## config.mk

```make
export PLATFORM = sky130hd
export DESIGN_NAME = rv64s_mul
export DESIGN_NICKNAME = d
export VERILOG_FILES = /design/src/rv64s_pkg.sv /design/src/rv64s_mul.sv
export SDC_FILE = /design/constraint.sdc
export NUM_CORES = 2
export LEC_CHECK = 0
export ABC_AREA = 1
export BUFFER_PORTS_ARGS = -buffer_cell sky130_fd_sc_hd__buf_2
export CORE_UTILIZATION = 30
export DETAILED_ROUTE_END_ITERATION = 10
export PLACE_DENSITY = 0.53
export SETUP_SLACK_MARGIN = 0.2
export SYNTH_ARGS = -nofsm -noshare
export SYNTH_HDL_FRONTEND = slang
export SYNTH_SLANG_ARGS = --single-unit
export TNS_END_PERCENT = 20
```

## constraint.sdc

```tcl
create_clock -name clk -period 24.8 [get_ports clk]
set_input_delay 1.24 -clock clk [delete_from_list [all_inputs] [get_ports clk]]
set_output_delay 1.24 -clock clk [all_outputs]
set_load 0.02 [all_outputs]
```

## src/rv64s_pkg.sv

```systemverilog
`default_nettype none
// ---------------------------------------------------------------------------
// rv64s_pkg
// types, constants and decode helpers shared by the rv64 instruction step core
// ---------------------------------------------------------------------------
package rv64s_pkg;

  localparam int unsigned MemBytesDefault = 262144;
  localparam int unsigned RegCount        = 32;
  localparam int unsigned PcW             = 18;

  localparam logic [6:0] OpLui    = 7'h37;
  localparam logic [6:0] OpAuipc  = 7'h17;
  localparam logic [6:0] OpJal    = 7'h6f;
  localparam logic [6:0] OpJalr   = 7'h67;
  localparam logic [6:0] OpBranch = 7'h63;
  localparam logic [6:0] OpLoad   = 7'h03;
  localparam logic [6:0] OpStore  = 7'h23;
  localparam logic [6:0] OpImm    = 7'h13;
  localparam logic [6:0] OpImmW   = 7'h1b;
  localparam logic [6:0] OpReg    = 7'h33;
  localparam logic [6:0] OpRegW   = 7'h3b;
  localparam logic [6:0] OpSystem = 7'h73;

  localparam logic [31:0] InstEcall = 32'h0000_0073;

  localparam logic [6:0] F7Zero = 7'h00;
  localparam logic [6:0] F7Alt  = 7'h20;
  localparam logic [6:0] F7Mul  = 7'h01;
  localparam logic [5:0] F6Sra  = 6'h10;

  localparam logic [63:0] EcallExit = 64'd0;
  localparam logic [63:0] EcallGetc = 64'd1;
  localparam logic [63:0] EcallPutc = 64'd2;

  localparam logic [4:0] RegA0 = 5'd10;
  localparam logic [4:0] RegA7 = 5'd17;
  localparam logic [4:0] RegSp = 5'd2;

  typedef struct packed {
    logic        req_type;
    logic [15:0] load_word_index;
    logic [31:0] load_word_data;
    logic [7:0]  console_in;
  } in_item_t;

  typedef struct packed {
    logic [17:0]        pc_after;
    logic               rd_written;
    logic [4:0]         rd_index;
    logic signed [63:0] rd_value;
    logic               console_out_valid;
    logic [7:0]         console_out;
    logic               console_in_taken;
    logic               halted;
    logic               illegal;
  } out_item_t;

  // divider command and status
  typedef struct packed {
    logic        start;
    logic        is_signed;
    logic        is_word;
    logic        want_rem;
    logic [63:0] a;
    logic [63:0] b;
  } div_req_t;

  typedef struct packed {
    logic        done;
    logic [63:0] result;
  } div_rsp_t;

  function automatic logic [63:0] sx32(input logic [63:0] v);
    return {{32{v[31]}}, v[31:0]};
  endfunction

endpackage
`default_nettype wire

```

## src/rv64s_mul.sv

```systemverilog
`default_nettype none
// ---------------------------------------------------------------------------
// rv64s_mul
// low 64 bits of a 64x64 product from three 32x32 partial products, one a cycle
// ---------------------------------------------------------------------------
module rv64s_mul
  import rv64s_pkg::*;
(
  input  wire logic        clk,
  input  wire logic        rst_n,
  input  wire logic        start,
  input  wire logic [63:0] a,
  input  wire logic [63:0] b,
  output logic             done,
  output logic [63:0]      result
);

  logic [2:0]  step_r, step_nxt;
  logic [63:0] a_r, b_r, acc_r, acc_nxt;
  logic [63:0] pp_r, pp_nxt;
  logic        done_r, done_nxt;
  logic [31:0] xa, xb;

  always_comb begin
    step_nxt = step_r; acc_nxt = acc_r; done_nxt = 1'b0;
    xa = a_r[31:0]; xb = b_r[31:0];
    case (step_r)
      3'd2: begin xa = a_r[63:32]; xb = b_r[31:0]; end
      3'd3: begin xa = a_r[31:0];  xb = b_r[63:32]; end
      default: ;
    endcase
    pp_nxt = 64'(xa) * 64'(xb);
    case (step_r)
      3'd0: if (start) begin step_nxt = 3'd1; acc_nxt = 64'd0; end
      3'd1: step_nxt = 3'd2;
      3'd2: begin acc_nxt = pp_r; step_nxt = 3'd3; end
      3'd3: begin acc_nxt = acc_r + {pp_r[31:0], 32'd0}; step_nxt = 3'd4; end
      3'd4: begin acc_nxt = acc_r + {pp_r[31:0], 32'd0}; step_nxt = 3'd0;
                  done_nxt = 1'b1; end
      default: step_nxt = 3'd0;
    endcase
  end

  always_ff @(posedge clk) begin
    if (!rst_n) begin
      step_r <= 3'd0;
      done_r <= 1'b0;
    end else begin
      step_r <= step_nxt;
      done_r <= done_nxt;
    end
    if (start && step_r == 3'd0) begin
      a_r <= a;
      b_r <= b;
    end
    acc_r <= acc_nxt;
    pp_r  <= pp_nxt;
  end

  assign done   = done_r;
  assign result = acc_r;

endmodule
`default_nettype wire

```

# --- Word level (Yosys, flattened, before mapping) ---
# Index checks and enable logic that the tools add are counted.
classes:
  addsub: 1
  mux: 7
  n_mul: 1
  n_eq_ne: 5
  n_reduce_logical: 5
op_table:
  columns: ["operator", "n"]
  rows:
  - ["$pmux 64 s3", 1]
  - ["$add 64x64->64", 1]
  - ["$mul 32x32->64", 1]
  - ["$mux 32", 2]
  - ["$mux 64", 1]
  - ["$pmux 3 s4", 1]
  - ["$eq 3x2->1 const B", 2]
  - ["$eq 3x1->1 const B", 1]
  - ["$eq 3x3->1 const B", 1]
  - ["$logic_not 3->1", 1]
  - ["$mux 3", 1]
  - ["$reduce_bool 3->1", 1]
  - ["$ne 2x2->1 const B", 1]
  - ["$reduce_and 2->1", 1]
  - ["$reduce_or 2->1", 1]
  - ["$logic_and 1x1->1", 1]
  - ["$mux 1", 1]
word_totals:
  reg_bits: 260
  wordCells: 25
  in_bits: 131
  out_inout_bits: 65

# --- Longest topological paths before layout ---
logic_depth:
  ltp_word: 4
  depth_mapped: 39
  mapped_depth_nobuf: 36

# --- Worst setup path after synthesis ---
# Ideal clock, no wire load.
synth_timing:
  path_type: "input port to flip-flop"
  startpoint: "input start"
  endpoint: "register a_r[0] (enable)"
  setup_ns: 0.772
  t_required_ns: 24.028
  slack_ns: 14.152
  cell_stages: 2
  path_buffers: 0
  t_arrival_ns: 9.876
  cell_sequence: "inv_1 > nor3_1"
synth_between:
  elab_chain_cells: 1
synth_lines:
  columns: ["item", "line_no", "rtl"]
  rows:
  - ["from (decl)", "rv64s_mul.sv:11", "input wire logic start,"]
  - ["$logic_and 1x1->1", "rv64s_mul.sv:52", "if (start && step_r == 3'd0) begin"]
  - ["to (signal assigned)", "rv64s_mul.sv:53", "a_r <= a;"]
  - ["to (decl)", "rv64s_mul.sv:19", "logic [63:0] a_r, b_r, acc_r, acc_nxt;"]
# No other way between the ends.
# A chain may end at the register's enable or synchronous reset.

# --- Worst setup path in the final report ---
layout_timing:
  startpoint: "register step_r[2]"
  endpoint: "register pp_r[50]"
layout_between:
  elab_chain_cells: 3
  word_cells_on_any_way: 5
  classes_between: "mul: 1; eq/ne: 2; mux: 2"
layout_lines:
  columns: ["item", "line_no", "rtl"]
  rows:
  - ["from (decl)", "rv64s_mul.sv:18", "logic [2:0] step_r, step_nxt;"]
  - ["from (signal assigned)", "rv64s_mul.sv:49", "step_r <= step_nxt;"]
  - ["$eq 3x2->1", "rv64s_mul.sv:27", "case (step_r)"]
  - ["$mux 32", "rv64s_mul.sv:27", null]
  - ["$mul 32x32->64 *", "rv64s_mul.sv:32", "pp_nxt = 64'(xa) * 64'(xb);"]
  - ["net pp_nxt[50]", "rv64s_mul.sv:20", "logic [63:0] pp_r, pp_nxt;"]
  - ["to (signal assigned)", "rv64s_mul.sv:57", "pp_r <= pp_nxt;"]
  - ["to (decl)", "rv64s_mul.sv:20", null]
# Mark *: on every way through the listed nets, which the timed path passes. The rest lies on a longest branch.

==> results by group <==
Synth
  – Netlist cell types: 39
  – Register bit total from synthesis: between 200 and 300
  – Cells after Synth: 5,490
  – Async S/R FF share, synth: 0
  – Synth Warn #: 0
  – Mean post-synth cell area: 8.252 um2
  – Post-Syn Nets: around 6,800
  – Post-synth EDFFs: 192
  – Synth Flop Type: edfxtp_1
  – Register area share after synthesis: 0.1573
  – Syn Std Cell Area: 45,300 um2

Route
  – Vias/cell: 4.667
  – Drt pass-1 iters: 5
  – Vias: 35,740
  – ANT nets after route: 0
  – DR DRC count: 0
  – Initial DRC Count: about 2,500
  – DRT Wirelength: around 160,000 um
  – Post-DR wirelength/cell: about 21 um

STA
  – Post-Route Skew: 0.05557 ns
  – Worst slew pin tran: 1.203 ns
  – Max Slew Vio Count: 0
  – Slew HR: 0.1981
  – Final worst slack: between 10 and 15 ns
  – RSZ-0062 raised after global routing: no
  – Final setup viols: 0
  – Min cycle time layout: 9.808 ns
  – Final TNS setup: 0 ns
  – Final hold vios: 0
  – FMAX: 102.0 MHz
  – Final critical-path share of the clock period: 0.3955

Floorplan
  – Die X: around 400 um
  – Row count: ~140
  – Die area: ~150,000 um2
  – Boundary Pins: around 200
  – Core area: 149,800 um2
  – Initial Util: 0.3025
  – DIE HEIGHT: 390.6 um

Place
  – Cells after DPL: 7,592
  – Routability congestion estimate: 0.9331
  – Setup slack after placement: ~15 ns
  – Dpl hpwl: between 100,000 and 150,000 um
  – # port buffers: 195

Finish
  – Area delta synth->final: 9.382%
  – Commonest non-fill, non-tap cell in the layout: inv_1
  – Final Util: 0.3308
  – Final nets: around 6,900
  – Final cell count without fillers: 7,657
  – Share of cells above drive strength 1: 0.07714
  – Most frequent cells in the layout: 1,369 x inv_1, 1,359 x nand2_1, 897 x fa_1

Critical path
  – Max incr delay on CP: ~1.0 ns
  – Reg2reg path depth: 26
  – Startpoint types: flop
  – CP Max Fanout: 58
  – Worst Setup End Kind: flop
  – Worst Path Arrival: ~10 ns
  – Cell repeated most along the worst path: fa_1
  – Critical-path top delay cell: o21ai_2
  – CP delay by family, top: adder cells
  – Reg2reg start: step_r[2]
  – Crit Path Class: reg2reg
  – Critical Path Source: step_r[2]
  – Crit. path cell count: 26
  – CP bufs+invs: 6
  – Critical Path RT: around 25 ns

Clock network
  – H-tree levels: 2
  – Clk sinks: 260
  – Post-CTS Setup Inserts: 0
  – Insertion delay to the later sink of the worst-skew pair: roughly 0.62 ns
  – Worst-path clk slew: 0.06 ns
  – TritonCTS clock tree: done
  – Post-CTS Resized: 0
  – Clock Path Buffers: 3
  – CTS Buf Count: 35
  – Root buf cell: clkbuf_16
  – # hold bufs at CTS: 0

Global route
  – Largest net degree at the start of global routing: 75
  – First-pass GRT wire length: 235,600 um
  – Vias in the first global route: 36,870
  – Gr usage total: 0.2090
  – Grt ovf: 0
  – Initial antenna violation count: 0

Run status
  – Status: finished clean

Flow run
  – Max_cap viols: 0

Hold path
  – WHS Path Cells: 2
  – Min-delay src: pp_r[57]
  – Hold WC Path Type: reg2reg
==> routing by layer <==
metal  routed length, um  vias up  GRT usage
li1                    -    16040          -
met1               67680    17940     0.2851
met2               70930     1459     0.3292
met3               13170      301    0.03718
met4                6640        0    0.07850
met5                   0        -          0
==> cell usage after synthesis, types with 9 or more instances <==
cell | count | share of area
buf_6 | 12 | 0.0030
o21bai_1 | 13 | 0.0022
nand4_1 | 9 | 0.0012
ha_1 | 294 | 0.081
xor2_1 | 34 | 0.0066
o21ai_0 | 24 | 0.0027
fa_1 | 897 | 0.40
edfxtp_1 | 192 | 0.13
dfxtp_1 | 68 | 0.030
inv_2 | 39 | 0.0032
buf_4 | 20 | 0.0033
nand3_1 | 92 | 0.010
o21ai_2 | 50 | 0.0097
a21oi_1 | 78 | 0.0086
nand3b_1 | 12 | 0.0020
nand2_1 | 1359 | 0.11
inv_1 | 1369 | 0.11
nor2_1 | 727 | 0.060
buf_2 | 128 | 0.014
nor3_1 | 18 | 0.0020
==> metrics by stage <==
stage,hold slack (ns),area [um2]
3_5_place_dp,0.5016,48340
5_1_grt,0.5537,49550
6_report,0.5140,49550
2_1_floorplan,0.4787,45300
4_1_cts,0.5145,49550
3_3_place_gp,0.5101,48340
==> worst min-delay path, delay by kind of cell, from the launching register on <==
family	cells	cell delay (ns)
simple gates	2	0.10
flops	1	0.31
==> flip-flops by register name, summed over array words and instances (netlist names) <==
| register | cells |
|---|---|
| a_r | 64 |
| step_r | 3 |
| done | 1 |
| b_r | 64 |
| pp_r | 64 |
| result | 64 |
==> cell type report <==
type	instances	area, um2
Fill cell	15940	100200
Multi-Input combinational cell	3647	31940
Sequential cell	260	7127
Inverter	1412	5310
Tap cell	2016	2522
Timing Repair Buffer	257	1441
Clock buffer	45	975.9
Clock inverter	18	230.2
Antenna cell	2	5.005
==> path summary, 6_finish.rpt <==
check             slack (ns)          to
setup / recovery       14.99    pp_r[50]
hold / removal          0.51  result[57]
setup reg to reg       14.99    pp_r[50]
hold reg to reg         0.51  result[57]
==> cells by family (layout without fill, tap and decap cells) <==
kind of cell    after synthesis  in the layout  synth area share
simple gates               2237           2237            0.1914
flops                       260            260            0.1573
compound gates              182            182           0.02709
buf+inv                    1583           1732            0.1394
xor+xnor                     37             37          0.007154
other cells                   0              2                 0
fa+ha+maj                  1191           1191            0.4776
Power is left out: the tool's default activity adds up to more than one toggle a clock period on the data nets, which glitch-free logic cannot reach.
