--- config.mk ---
export PLATFORM = sky130hd
export DESIGN_NAME = rv64s_div
export DESIGN_NICKNAME = d
export VERILOG_FILES = /design/src/rv64s_pkg.sv /design/src/rv64s_div.sv
export SDC_FILE = /design/constraint.sdc
export NUM_CORES = 1
export LEC_CHECK = 0
export BUFFER_PORTS_ARGS = -buffer_cell sky130_fd_sc_hd__buf_2
export CAP_MARGIN = 20
export CORE_UTILIZATION = 30
export DETAILED_ROUTE_END_ITERATION = 6
export MAX_ROUTING_LAYER = met4
export PLACE_DENSITY = 0.47
export SLEW_MARGIN = 20
export SYNTH_ARGS = -nofsm -noshare
export SYNTH_HDL_FRONTEND = slang
export SYNTH_SLANG_ARGS = --single-unit
--- constraint.sdc ---
create_clock -name clk -period 10.02 [get_ports clk]
set_input_delay 0 -clock clk [delete_from_list [all_inputs] [get_ports clk]]
set_output_delay 0 -clock clk [all_outputs]
set_load 0.1 [all_outputs]
--- src/rv64s_pkg.sv ---
`default_nettype none
// ---------------------------------------------------------------------------
// rv64s_pkg
// types, constants and decode helpers shared by the rv64 instruction step core
// ---------------------------------------------------------------------------
package rv64s_pkg;

  localparam int unsigned MemBytesDefault = 262144;
  localparam int unsigned RegCount        = 32;
  localparam int unsigned PcW             = 18;

  localparam logic [6:0] OpLui    = 7'h37;
  localparam logic [6:0] OpAuipc  = 7'h17;
  localparam logic [6:0] OpJal    = 7'h6f;
  localparam logic [6:0] OpJalr   = 7'h67;
  localparam logic [6:0] OpBranch = 7'h63;
  localparam logic [6:0] OpLoad   = 7'h03;
  localparam logic [6:0] OpStore  = 7'h23;
  localparam logic [6:0] OpImm    = 7'h13;
  localparam logic [6:0] OpImmW   = 7'h1b;
  localparam logic [6:0] OpReg    = 7'h33;
  localparam logic [6:0] OpRegW   = 7'h3b;
  localparam logic [6:0] OpSystem = 7'h73;

  localparam logic [31:0] InstEcall = 32'h0000_0073;

  localparam logic [6:0] F7Zero = 7'h00;
  localparam logic [6:0] F7Alt  = 7'h20;
  localparam logic [6:0] F7Mul  = 7'h01;
  localparam logic [5:0] F6Sra  = 6'h10;

  localparam logic [63:0] EcallExit = 64'd0;
  localparam logic [63:0] EcallGetc = 64'd1;
  localparam logic [63:0] EcallPutc = 64'd2;

  localparam logic [4:0] RegA0 = 5'd10;
  localparam logic [4:0] RegA7 = 5'd17;
  localparam logic [4:0] RegSp = 5'd2;

  typedef struct packed {
    logic        req_type;
    logic [15:0] load_word_index;
    logic [31:0] load_word_data;
    logic [7:0]  console_in;
  } in_item_t;

  typedef struct packed {
    logic [17:0]        pc_after;
    logic               rd_written;
    logic [4:0]         rd_index;
    logic signed [63:0] rd_value;
    logic               console_out_valid;
    logic [7:0]         console_out;
    logic               console_in_taken;
    logic               halted;
    logic               illegal;
  } out_item_t;

  // divider command and status
  typedef struct packed {
    logic        start;
    logic        is_signed;
    logic        is_word;
    logic        want_rem;
    logic [63:0] a;
    logic [63:0] b;
  } div_req_t;

  typedef struct packed {
    logic        done;
    logic [63:0] result;
  } div_rsp_t;

  function automatic logic [63:0] sx32(input logic [63:0] v);
    return {{32{v[31]}}, v[31:0]};
  endfunction

endpackage
`default_nettype wire

--- src/rv64s_div.sv ---
`default_nettype none
// ---------------------------------------------------------------------------
// rv64s_div
// radix-2 restoring divider, one quotient bit per cycle, signed and w forms
// ---------------------------------------------------------------------------
module rv64s_div
  import rv64s_pkg::*;
(
  input  wire logic     clk,
  input  wire logic     rst_n,
  input  wire div_req_t req,
  output div_rsp_t      rsp
);

  logic        busy_r, busy_nxt;
  logic [6:0]  cnt_r, cnt_nxt;
  logic [63:0] quo_r, quo_nxt;
  logic [63:0] rem_r, rem_nxt;
  logic [63:0] dvs_r, dvs_nxt;
  logic        negq_r, negq_nxt, negr_r, negr_nxt;
  logic        zero_r, zero_nxt, word_r, word_nxt, wrem_r, wrem_nxt;
  logic [63:0] dvd0_r, dvd0_nxt;
  logic        done_r, done_nxt;
  logic [63:0] res_r, res_nxt;

  logic [63:0] a_in, b_in, ua, ub, qf, rf, rsel;
  logic [64:0] trial;
  logic        na, nb;

  always_comb begin
    a_in = req.is_word ? (req.is_signed ? sx32(req.a) : {32'd0, req.a[31:0]}) : req.a;
    b_in = req.is_word ? (req.is_signed ? sx32(req.b) : {32'd0, req.b[31:0]}) : req.b;
    na = req.is_signed & a_in[63];
    nb = req.is_signed & b_in[63];
    ua = na ? 64'd0 - a_in : a_in;
    ub = nb ? 64'd0 - b_in : b_in;

    busy_nxt = busy_r; cnt_nxt = cnt_r; quo_nxt = quo_r; rem_nxt = rem_r;
    dvs_nxt = dvs_r; negq_nxt = negq_r; negr_nxt = negr_r; zero_nxt = zero_r;
    word_nxt = word_r; wrem_nxt = wrem_r; dvd0_nxt = dvd0_r;
    done_nxt = 1'b0; res_nxt = res_r;
    trial = {rem_r, quo_r[63]} - {1'b0, dvs_r};
    qf = negq_r ? 64'd0 - quo_r : quo_r;
    rf = negr_r ? 64'd0 - rem_r : rem_r;
    rsel = 64'd0;

    if (req.start && !busy_r) begin
      busy_nxt = 1'b1; cnt_nxt = 7'd64; quo_nxt = ua; rem_nxt = 64'd0;
      dvs_nxt = ub; negq_nxt = na ^ nb; negr_nxt = na; zero_nxt = (b_in == 64'd0);
      word_nxt = req.is_word; wrem_nxt = req.want_rem; dvd0_nxt = a_in;
    end else if (busy_r) begin
      if (cnt_r != 7'd0) begin
        if (!trial[64]) begin
          rem_nxt = trial[63:0];
          quo_nxt = {quo_r[62:0], 1'b1};
        end else begin
          rem_nxt = {rem_r[62:0], quo_r[63]};
          quo_nxt = {quo_r[62:0], 1'b0};
        end
        cnt_nxt = cnt_r - 7'd1;
      end else begin
        // divide by zero: all-ones quotient, dividend as remainder
        if (zero_r) rsel = wrem_r ? dvd0_r : '1;
        else        rsel = wrem_r ? rf : qf;
        res_nxt  = word_r ? sx32(rsel) : rsel;
        done_nxt = 1'b1;
        busy_nxt = 1'b0;
      end
    end
  end

  always_ff @(posedge clk) begin
    if (!rst_n) begin
      busy_r <= 1'b0;
      done_r <= 1'b0;
      cnt_r  <= '0;
    end else begin
      busy_r <= busy_nxt;
      done_r <= done_nxt;
      cnt_r  <= cnt_nxt;
    end
    quo_r <= quo_nxt; rem_r <= rem_nxt; dvs_r <= dvs_nxt;
    negq_r <= negq_nxt; negr_r <= negr_nxt; zero_r <= zero_nxt;
    word_r <= word_nxt; wrem_r <= wrem_nxt; dvd0_r <= dvd0_nxt;
    res_r <= res_nxt;
  end

  assign rsp.done   = done_r;
  assign rsp.result = res_r;

endmodule
`default_nettype wire

# ---- After elaboration in Yosys (flattened, before gate mapping)
# Index checks and enable logic that the tools add are counted.
dict set report classes {
  add_sub_neg 6
  n_mul 0
  div 0
  n_lt_le_gt_ge 0
  eq_ne 0
  n_shift 0
  mux 24
  bitwise 7
  reduce_logical 11
}
# operator count
set op_table {}
lappend op_table {{64-bit two-way mux} 16}
lappend op_table {{1-bit by 64-bit subtractor with 64-bit output (first input constant)} 4}
lappend op_table {{65-bit by 64-bit subtractor with 65-bit output} 1}
lappend op_table {{64-bit logical NOT} 1}
lappend op_table {{7-bit two-way mux} 3}
lappend op_table {{7-bit nonzero test} 1}
lappend op_table {{7-bit by 1-bit subtractor with 7-bit output (second input constant)} 1}
lappend op_table {{1-bit two-way mux} 5}
lappend op_table {{1-bit inverter} 4}
lappend op_table {{2-bit AND reduction} 2}
lappend op_table {{2-bit nonzero test} 2}
lappend op_table {{3-bit AND reduction} 1}
lappend op_table {{3-bit OR reduction} 1}
lappend op_table {{1-bit bitwise AND} 2}
lappend op_table {{2-bit OR reduction} 1}
lappend op_table {{1-bit logical AND} 1}
lappend op_table {{1-bit logical NOT} 1}
lappend op_table {{1-bit bitwise XOR} 1}
dict set report totals {
  ff_bits 334
  latch_bits 0
  ramBits 0
  romBits 0
  in_bits 134
  out_inout_bits 65
  word_cells 62
  memories 0
}

# ---- Longest topological paths before layout
# Gate-level depths: netlist of run 1.
dict set report depth {
  ltp_word 5
  ltp_mapped 18
  depth_no_buf 15
}

# ---- Worst setup path before layout of run 1
# No wires, ideal clock.
dict set report synth_timing {
  path_type {register -> register}
  startpoint {register busy_r}
  endpoint {register quo_r[0] (enable)}
  setup_time_ns 0.420
  t_arrival_ns 5.472
  required_ns 9.600
  setup_slack_ns 4.128
  stages_incl_launch_ff 7
  path_buffers 2
  period_less_slack_ns 5.892
  path_cell_list {dfxtp_1 > nand2b_1 > clkbuf_1 > inv_1 > nor2_1 > clkbuf_1 > inv_1}
}
dict set report synth_via {
  elab_chain_cells 4
  word_cells_on_any_way 5
  classes_between {reduce/logical: 5}
}
# element line_no
set synth_rtl {}
lappend synth_rtl {{start, declared} rv64s_div.sv:15} ;# logic busy_r, busy_nxt;
lappend synth_rtl {{start signal, assigned} rv64s_div.sv:78} ;# busy_r <= busy_nxt;
lappend synth_rtl {{1-bit logical NOT} rv64s_div.sv:47} ;# if (req.start && !busy_r) begin
lappend synth_rtl {{1-bit logical AND} rv64s_div.sv:47}
lappend synth_rtl {{2-bit nonzero test (no line)} n/a}
lappend synth_rtl {{2-bit AND reduction (no line) (*)} n/a}
lappend synth_rtl {{end signal, assigned} rv64s_div.sv:82} ;# quo_r <= quo_nxt; rem_r <= rem_nxt; dvs_r <= dvs_nxt;
lappend synth_rtl {{end, declared} rv64s_div.sv:17} ;# logic [63:0] quo_r, quo_nxt;
# Mark *: on every way between the ends. The rest lies on a longest branch, timed or not.
# A chain may end at the register's enable or synchronous reset.

# ---- Worst setup path after layout of run 1
dict set report layout_timing {
  startpoint {register quo_r[63]}
  endpoint {register rem_r[43]}
}
dict set report layout_via {
  elab_chain_cells 2
}
# element line_no
set layout_rtl {}
lappend layout_rtl {{65-bit by 64-bit subtractor with 65-bit output} rv64s_div.sv:42} ;# trial = {rem_r, quo_r[63]} - {1'b0, dvs_r};
lappend layout_rtl {{64-bit two-way mux} rv64s_div.sv:53} ;# if (!trial[64]) begin
lappend layout_rtl {{end signal, assigned} rv64s_div.sv:82}
lappend layout_rtl {{end, declared} rv64s_div.sv:18} ;# logic [63:0] rem_r, rem_nxt;
# Every way passes these cells.

==> impl_metrics.ini, run 1 <==
[min_path]
hp-class = primary input to register

[finish]
syn2layout_area_growth_pct = 20.78
design_area_sq_mm = 0.02779
diodes = 0
nets = 3011
drive_above_1_share_pct = 12.05
fin_util_pct = 36.59

[setup_path]
cp_max_fo = 29
cp_data_arrival_time_ns = 5.82
crit_type = register to register
critPathRequiredTime_ns = 10.53
end_kind = register
cp-start-kind = register

[yosys]
synth_ff_type = edfxtp_1
synth_edf_count = 261
syn_area_sq_mm = 0.02301
syn_nets = 2735
postSynth.asyncResetShare_pct = 0
yosysTopAreaCellShare_pct = 34.06
yosysTopAreaCell = edfxtp_1
synthTopCellsByArea = edfxtp_1 (34%), dfxtp_1 (6.4%), xnor2_1 (6.2%)
postSynthAreaPerCell_sq_um = 9.092
ys_ff_latch = 334
synthCells = 2531
ys_seq_area_share_pct = 40.41
yosysWarnings = 0
ys_types = 82

[timing]
rsz0062_at_grt = no
maxSlewViolCount = 0
fin_crit_ns = 5.319
final.setup.tns_ns = 0
skew_ns = 0.01090
slew_headroom_pct = 29.30
setup_viol = 0
period_share_pct = 53.08
hold_violations = 0
setup_ws_ns = 4.701
worst_pin_slew_ns = 1.061
fmax_mhz = 188.0

[cts]
cts.htree.levels = 2
numCtsBuffers = 41
clk_path_buf_depth = 3
cts_tree = yes
cts_setup_buffers = 0
worstSkewPairLatency_ns = 0.57
root_buffer = clkbuf_16
cts.sinks = 334
clk_pin_slew_ns = 0.06

[pwr]
p_int_mw = 2.938
combPwrFrac_pct = 24.0
seq_power_share_pct = 39.7
p_total_mw = 4.356
p_sw_share_pct = 32.57
peakVddDrop_uv = 86.37
switchingPower_mw = 1.419
power_density_mw_per_mm2 = 156.7
cellLeakagePower_nw = 11.19
clockPowerShare_pct = 36.2

[global_route]
grt-ovfl-total = 0
grt_use_total_pct = 20.71
grt_pass1_wl_um = 121400
grt_antenna_before_repair = 1
grt_max_degree = 101
grt_pass1_vias = 19780

[placement]
place_ws_ns = 4.731
hpwl_um = 60350
place_area_sq_mm = 0.02490
numPortBuffers = 198
gp_congestion = 0.9228

[outcome]
status = finished, final reports clean

[route]
vias = 20590
drt_iter0_markers = 1583
routed_wl_um = 80740
ant_nets = 0
first_pass_iters = 7
wire_per_inst_um = 20.87
drc = 0
vias_per_cell = 5.322

[floorplanning]
core_sq_mm = 0.07595
ioPinCount = 199
die_w_um = 279.0
die-area_sq_mm = 0.07781
die_h_um = 279.0
num_rows = 101
start_util_pct = 30.30

[job]
maxCapViolations = 0
per-layer routing:
layer / vias to the layer above / wire [um] / track usage, %
met2: 538 / 37210 / 32.87
met3: 84 / 3873 / 2.209
met4: 0 / 1409 / 4.367
met1: 10080 / 38240 / 28.42
met5: - / 0 / -
li1: 9887 / - / -
synthesized netlist by cell type, types with 6 or more instances:
cell and instances:
a21o_1 50, nor2b_1 14, nor2_1 187, buf_2 8, nor3_1 57, o41ai_1 28
and3_1 56, nand2_1 269, a221o_1 59, o211ai_1 16, dfxtp_1 73, o21ai_1 6
o21ai_0 208, ha_1 69, edfxtp_1 261, o21a_1 8, nor3b_1 8, nand4_1 22
or2_2 14, a22oi_1 32, or3_1 33, o31ai_1 64, or4_1 27, buf_1 12
o221ai_1 7, a211oi_1 20, xnor2_1 164, nand2b_1 13, a31oi_1 15, clkbuf_1 110
nand3_1 31, xor2_1 140, mux2i_1 35, o21bai_1 16, inv_1 112, and2_1 11
a21oi_1 159, nor4_1 26, o22ai_1 8
power by group through the flow:
stage | registers (mW) | logic (mW) | clock network (mW)
6_report | 1.73 | 1.05 | 1.58
5_1_grt | 1.74 | 1.13 | 1.67
4_1_cts | 1.73 | 1.05 | 1.62
3_5_place_dp | 1.76 | 0.993 | 0
3_3_place_gp | 1.76 | 0.989 | 0
2_1_floorplan | 1.90 | 0.544 | 0
kinds of logic (layout without fill, tap and decap cells):
logic type,count (synthesis),count (layout),synth area share (%)
adder cells (fa/ha/maj),70,70,3.839
AND/OR/NAND/NOR,794,794,16.68
AO/OA/AOI/OAI,740,740,21.37
flip-flops,334,334,40.41
XOR/XNOR,304,304,11.57
multiplexers,36,36,1.571
buffers and inverters,253,561,4.562
through the flow:
stage / hold slack [ns] / instances
floorplan: 0.09887 / 2531
global placement: 0.1819 / 3645
detailed placement: 0.1921 / 3645
CTS: 0.006005 / 3869
global route: 0.04014 / 3869
finish: 0.05978 / 3869
timing repair:
action | in CTS | in global routing
hold endpoints to repair | 169 | 0
resized for setup | 0 | 0
hold buffers | 149 | 0
final cells by class:
type | instances | area [sq um]
fill | 7818 | 48160
sequential | 334 | 9299
tap | 1030 | 1289
clock buffer | 45 | 1071
clock inverter | 30 | 332.8
timing repair buffer | 373 | 2678
multi-input combinational | 1944 | 12690
inverter | 113 | 429.2
placed cells by master, fill, tap and decap left out, types with 59 or more instances in the layout:
master,n
a21oi_1,159
a221o_1,59
buf_2,198
dfxtp_1,73
dlygate4sd3_1,149
edfxtp_1,261
ha_1,69
inv_1,110
nand2_1,268
nor2_1,185
o21ai_0,207
o31ai_1,64
xnor2_1,164
xor2_1,140
state kept, by name, summed over array words and instances (netlist names):
register  count
rem_r        64
word_r        1
quo_r        64
done_r        1
negr_r        1
zero_r        1
dvd0_r       64
wrem_r        1
dvs_r        64
busy_r        1
res_r        64
negq_r        1
cnt_r         7
critical path, cell delays in order, from the launching register on:
cell	delay, ns
edfxtp_1	0.38
inv_1	0.11
ha_1	0.20
fa_1	0.27
nor2b_4	0.06
o31a_1	0.27
or4_4	0.50
a221oi_4	0.35
nand2_2	0.15
a2111oi_2	0.48
or3_4	0.24
a211o_4	0.15
a21o_4	0.16
and3_1	0.36
or2_1	0.87
buf_4	0.47
a221o_1	0.22
path summary, 6_finish.rpt:
| kind | end | cells after the start | slack, ns | from |
|---|---|---|---|---|
| setup / recovery | rem_r[43] | 16 | 4.70 | quo_r[63] |
| hold / removal | dvs_r[3] | 3 | 0.06 | req[1] |
| setup reg to reg | rem_r[43] | 16 | 4.70 | quo_r[63] |
| hold reg to reg | cnt_r[1] | 2 | 0.51 | cnt_r[1] |
Note: power is estimated with default switching activity, not from simulation.
==> run 2, diff against run 1 <==
- PLACE_DENSITY: 0.47 -> 0.48
- clock period: 10.02 -> 4.7 ns (I/O delays scaled with it)
==> impl_metrics.ini, run 2 (synthesis gave the netlist of run 1 again) <==
[route]
ant_nets = 0
drc = 0
first_pass_iters = 5
vias = 20530
routed_wl_um = 80600
vias_per_cell = 5.265
drt_iter0_markers = 1528
wire_per_inst_um = 20.67

[global_route]
grt_antenna_before_repair = 0
grt_max_degree = 139
grt_use_total_pct = 20.96
grt_pass1_wl_um = 123400
grt_pass1_vias = 19910
grt-ovfl-total = 0

[pwr]
cellLeakagePower_nw = 11.28
switchingPower_mw = 3.052
peakVddDrop_uv = 159.0
p_sw_share_pct = 33.65
combPwrFrac_pct = 24.6
p_int_mw = 6.018
seq_power_share_pct = 40.9
clockPowerShare_pct = 34.5
power_density_mw_per_mm2 = 324.4

[cts]
numCtsBuffers = 40
cts_setup_buffers = 0
cts_tree = yes
cts.htree.levels = 2
root_buffer = clkbuf_16
clk_pin_slew_ns = 0.07
worstSkewPairLatency_ns = 0.59
clk_path_buf_depth = 3
cts.sinks = 334

[timing]
worst_pin_slew_ns = 1.029
fin_crit_ns = 4.485
hold_violations = 0
slew_headroom_pct = 31.41
worst_hold_slack_ns = 0.04525
rsz0062_at_grt = no
setup_viol = 0
fmax_mhz = 223.0
skew_ns = 0.02841
period_share_pct = 95.42
final.setup.tns_ns = 0
maxSlewViolCount = 0

[placement]
gp_congestion = 0.9849
numPortBuffers = 198
hpwl_um = 61600

[floorplanning]
num_rows = 101
start_util_pct = 30.30
ioPinCount = 199
die-area_sq_mm = 0.07781
die_h_um = 279.0
die_w_um = 279.0
core_sq_mm = 0.07595

[finish]
multiInputGateArea_sq_mm = 0.01270
nets = 3040
fillerInstances = 7754
final_cell_mix = nand2_1 (269), edfxtp_1 (261), o21ai_0 (207)
syn2layout_area_growth_pct = 21.49
mostFrequentLayoutCell = nand2_1
ff_latch_area_sq_mm = 0.009300
drive_above_1_share_pct = 12.66

[setup_path]
end_kind = register
cp_max_fo = 8
critPathRequiredTime_ns = 5.08
r2r-start = rem_r[18]
crit_type = register to register
cp-startpoint = rem_r[18]
cp_data_arrival_time_ns = 4.87
cp-start-kind = register

[min_path]
hp-class = primary input to register
hold_start = req[119]

[job]
maxCapViolations = 0

[outcome]
status = finished, final reports clean
-- run 2: changes by cell type in the layout (fill, tap and decap cells not counted), sizes merged --
cell	previous run	this run
buf	224	253
clkinvlp	3	4
bufinv	7	3
dlygate4sd3	149	150
clkinv	19	17
diode	0	1
inv	114	115
clkbuf	45	48
-- run 2: what timing repair did --
action / in CTS / in global routing
hold buffers: 150 / 0
endpoints found under the hold margin: 170 / 0
resized for setup: 1 / 1
setup endpoints to repair: 1 / 1
gates cloned: 0 / 0
-- run 2: critical path: stages, from the launching register on --
cell      delay (ns)
dfxtp_1         0.44
or4_1           0.61
or3_1           0.39
or4_1           0.64
nor4_4          0.27
buf_4           0.17
nand4b_1        0.28
or4_1           0.55
o31ai_1         0.30
xnor2_1         0.23
nor2_1          0.08
o41ai_1         0.35
-- run 2: area by class of cell --
type / instances / area share, %
clock inverters: 26 / 0.9040
flip-flops and latches: 334 / 33.27
inverters: 113 / 1.544
diodes: 1 / 0.008951
multi-input cells: 1944 / 45.44
well taps: 1030 / 4.610
repair buffers: 403 / 10.53
clock buffers: 48 / 3.701
-- run 2: per-layer routing --
layer  wire, um  share of wire, %  track usage, %  up-vias
li1           -                 -               -     9956
met1      38770                48           29.77     9823
met2      35720                44           31.95      656
met3       4552               5.6           2.217       92
met4       1555               1.9           4.621        0
met5          0                 0               -        -
-- run 2: path summary, 6_finish.rpt --
kind,endpoint,slack [ns],depth (start not counted)
hold reg to reg,cnt_r[1],0.52,2
setup / recovery,res_r[58],0.22,11
setup reg to reg,res_r[58],0.22,11
hold / removal,dvd0_r[55],0.05,3
-- run 2: per-stage QoR --
step / cells / utilization [%] / area (sq um) / power (mW) / setup WS (ns)
2_1_floorplan: 2531 / - / 23050 / 5.223 / 0.003609
3_3_place_gp: 3674 / 33.11 / 25150 / 5.864 / 0.09845
3_5_place_dp: 3674 / 33.11 / 25150 / 5.879 / -0.05648
4_1_cts: 3898 / 36.80 / 27950 / 9.151 / 0.1075
5_1_grt: 3898 / 36.81 / 27950 / 9.470 / 0.05887
6_report: 3899 / 36.81 / 27960 / 9.069 / 0.2151
-- run 2: power groups by stage --
stage               Clock (mW)  Combinational [mW]  Sequential (mW)
finish                    3.13                2.23             3.71
global route              3.32                2.41             3.74
CTS                       3.22                2.22             3.71
detailed placement           0                2.10             3.78
global placement             0                2.10             3.77
floorplan                    0                1.17             4.06
==> run 3, diff against run 2 <==
- clock period: 4.7 -> 4 ns (I/O delays scaled with it)
==> impl_metrics.ini, run 3 (synthesis gave the netlist of run 1 again) <==
[outcome]
status = finished, violations left
violations = negative setup slack

[cts]
cts_tree = yes
cts.sinks = 334
numCtsBuffers = 40
worstSkewPairLatency_ns = 0.57
root_buffer = clkbuf_16
clk_path_buf_depth = 3
cts.htree.levels = 2
clk_pin_slew_ns = 0.06

[global_route]
grt_antenna_before_repair = 1
grt-ovfl-total = 0
grt_pass1_vias = 20770
gr-max-usage-layer = met2
met3_usage_pct = 2.502
grtUsageMet1_pct = 29.32
grtUsageMet2_pct = 32.39
grt_use_total_pct = 21.09
grt_max_degree = 139
grt_pass1_wl_um = 124000

[timing]
setup_ws_ns = -0.01184
fin_crit_ns = 4.012
rsz0062_at_grt = yes
final.setup.tns_ns = -0.1286
fmax_mhz = 249.3
maxSlewViolCount = 0
slew_headroom_pct = 31.10
period_share_pct = 100.3
setup_viol = 19
hold_violations = 0
skew_ns = 0.02286
worst_hold_slack_ns = 0.009318
worst_pin_slew_ns = 1.034

[placement]
hpwl_um = 62920
numPortBuffers = 198
placed_cells = 3807
gp_congestion = 0.9447

[route]
vias = 21090
drt_iter0_markers = 1464
vias_per_cell = 5.225
drc = 0
ant_nets = 0
routed_wl_um = 82670
first_pass_iters = 5
wire_per_inst_um = 20.48

[finish]
fillerInstances = 7681
fin_cells = 4037
mostFrequentLayoutCell = nand2_1
drive_above_1_share_pct = 17.76
final_cell_mix = nand2_1 (269), edfxtp_1 (261), o21ai_0 (205)
syn2layout_area_growth_pct = 27.13
nets = 3182

[setup_path]
cp_max_fo = 7
critPathRequiredTime_ns = 4.44
cp-start-kind = register
cp_data_arrival_time_ns = 4.45
crit_type = register to register
end_kind = register
cp-startpoint = dvs_r[0]
r2r-start = dvs_r[0]

[min_path]
hp-class = primary input to register
hold_start = req[1]

[pwr]
cellLeakagePower_nw = 12.04
peakVddDrop_uv = 242.4
power_density_mw_per_mm2 = 369.1

[floorplanning]
core_sq_mm = 0.07595
die_w_um = 279.0
die-area_sq_mm = 0.07781
die_h_um = 279.0
num_rows = 101
start_util_pct = 30.30
ioPinCount = 199

[job]
maxCapViolations = 0
==> run 3: layout make-up <==
cell class              count  area (sq um)  share of cell area, %
well taps                1030          1289                  4.405
clock buffers              48          1072                  3.666
repair buffers            545          4115                  14.07
inverters                 113         431.7                  1.476
clock inverters            22         211.5                 0.7228
diodes                      1         2.502               0.008554
flip-flops and latches    334          9300                  31.79
multi-input cells        1944         12830                  43.86
==> run 3: critical path, stage by stage, from the launching register on <==
cell	delay [ns]
edfxtp_1	0.42
ha_4	0.19
fa_2	0.36
nor2b_4	0.12
o31a_1	0.15
or4_4	0.14
a221oi_4	0.06
nand2_2	0.10
a2111oi_2	0.06
buf_4	0.16
or3_4	0.38
a211o_4	0.36
a21o_4	0.23
buf_6	0.12
and3_4	0.14
or2_4	0.34
clkbuf_16	0.20
a221o_1	0.34
==> run 3: final timing paths <==
| kind | end | slack (ns) | depth (start not counted) |
|---|---|---|---|
| setup / recovery | rem_r[43] | -0.01 | 17 |
| hold / removal | dvs_r[7] | 0.009 | 5 |
| setup reg to reg | rem_r[43] | -0.01 | 17 |
| hold reg to reg | cnt_r[1] | 0.52 | 2 |
==> run 3: repair_timing <==
| item | CTS | global route |
|---|---|---|
| hold buffers | 144 | 0 |
| endpoints found under the hold margin | 163 | 0 |
| setup buffers | 1 | 6 |
| cloned | 1 | 7 |
| gates resized for setup | 7 | 28 |
| pin swaps | 0 | 8 |
| endpoints found under the setup margin | 53 | 93 |
==> run 3: routing by layer <==
metal / wire length, um / vias to the layer above
met5: 0 / -
met4: 2025 / 0
met3: 3964 / 105
met2: 36920 / 585
met1: 39760 / 10180
li1: - / 10230
==> run 3: where the power goes <==
group          switching [mW]  leakage [nW]  total [mW]  internal (mW)
Sequential              0.198          3.10        4.35           4.16
Combinational            1.83          8.32        2.78          0.949
Clock                    1.56         0.620        3.67           2.11
Total                    3.58          12.0        10.8           7.21
==> run 3: stage by stage <==
| step | worst slack [ns] | power [mW] | util, % | area (sq um) |
|---|---|---|---|---|
| finish | -0.01184 | 10.80 | 38.52 | 29250 |
| detailed placement | -0.1246 | 6.999 | 34.45 | 26160 |
| floorplan | -0.6964 | 6.137 | - | 23050 |
| global route | -0.1106 | 11.27 | 38.52 | 29250 |
| CTS | 0.006922 | 10.82 | 38.11 | 28950 |
| global placement | -0.07595 | 6.979 | 34.45 | 26160 |
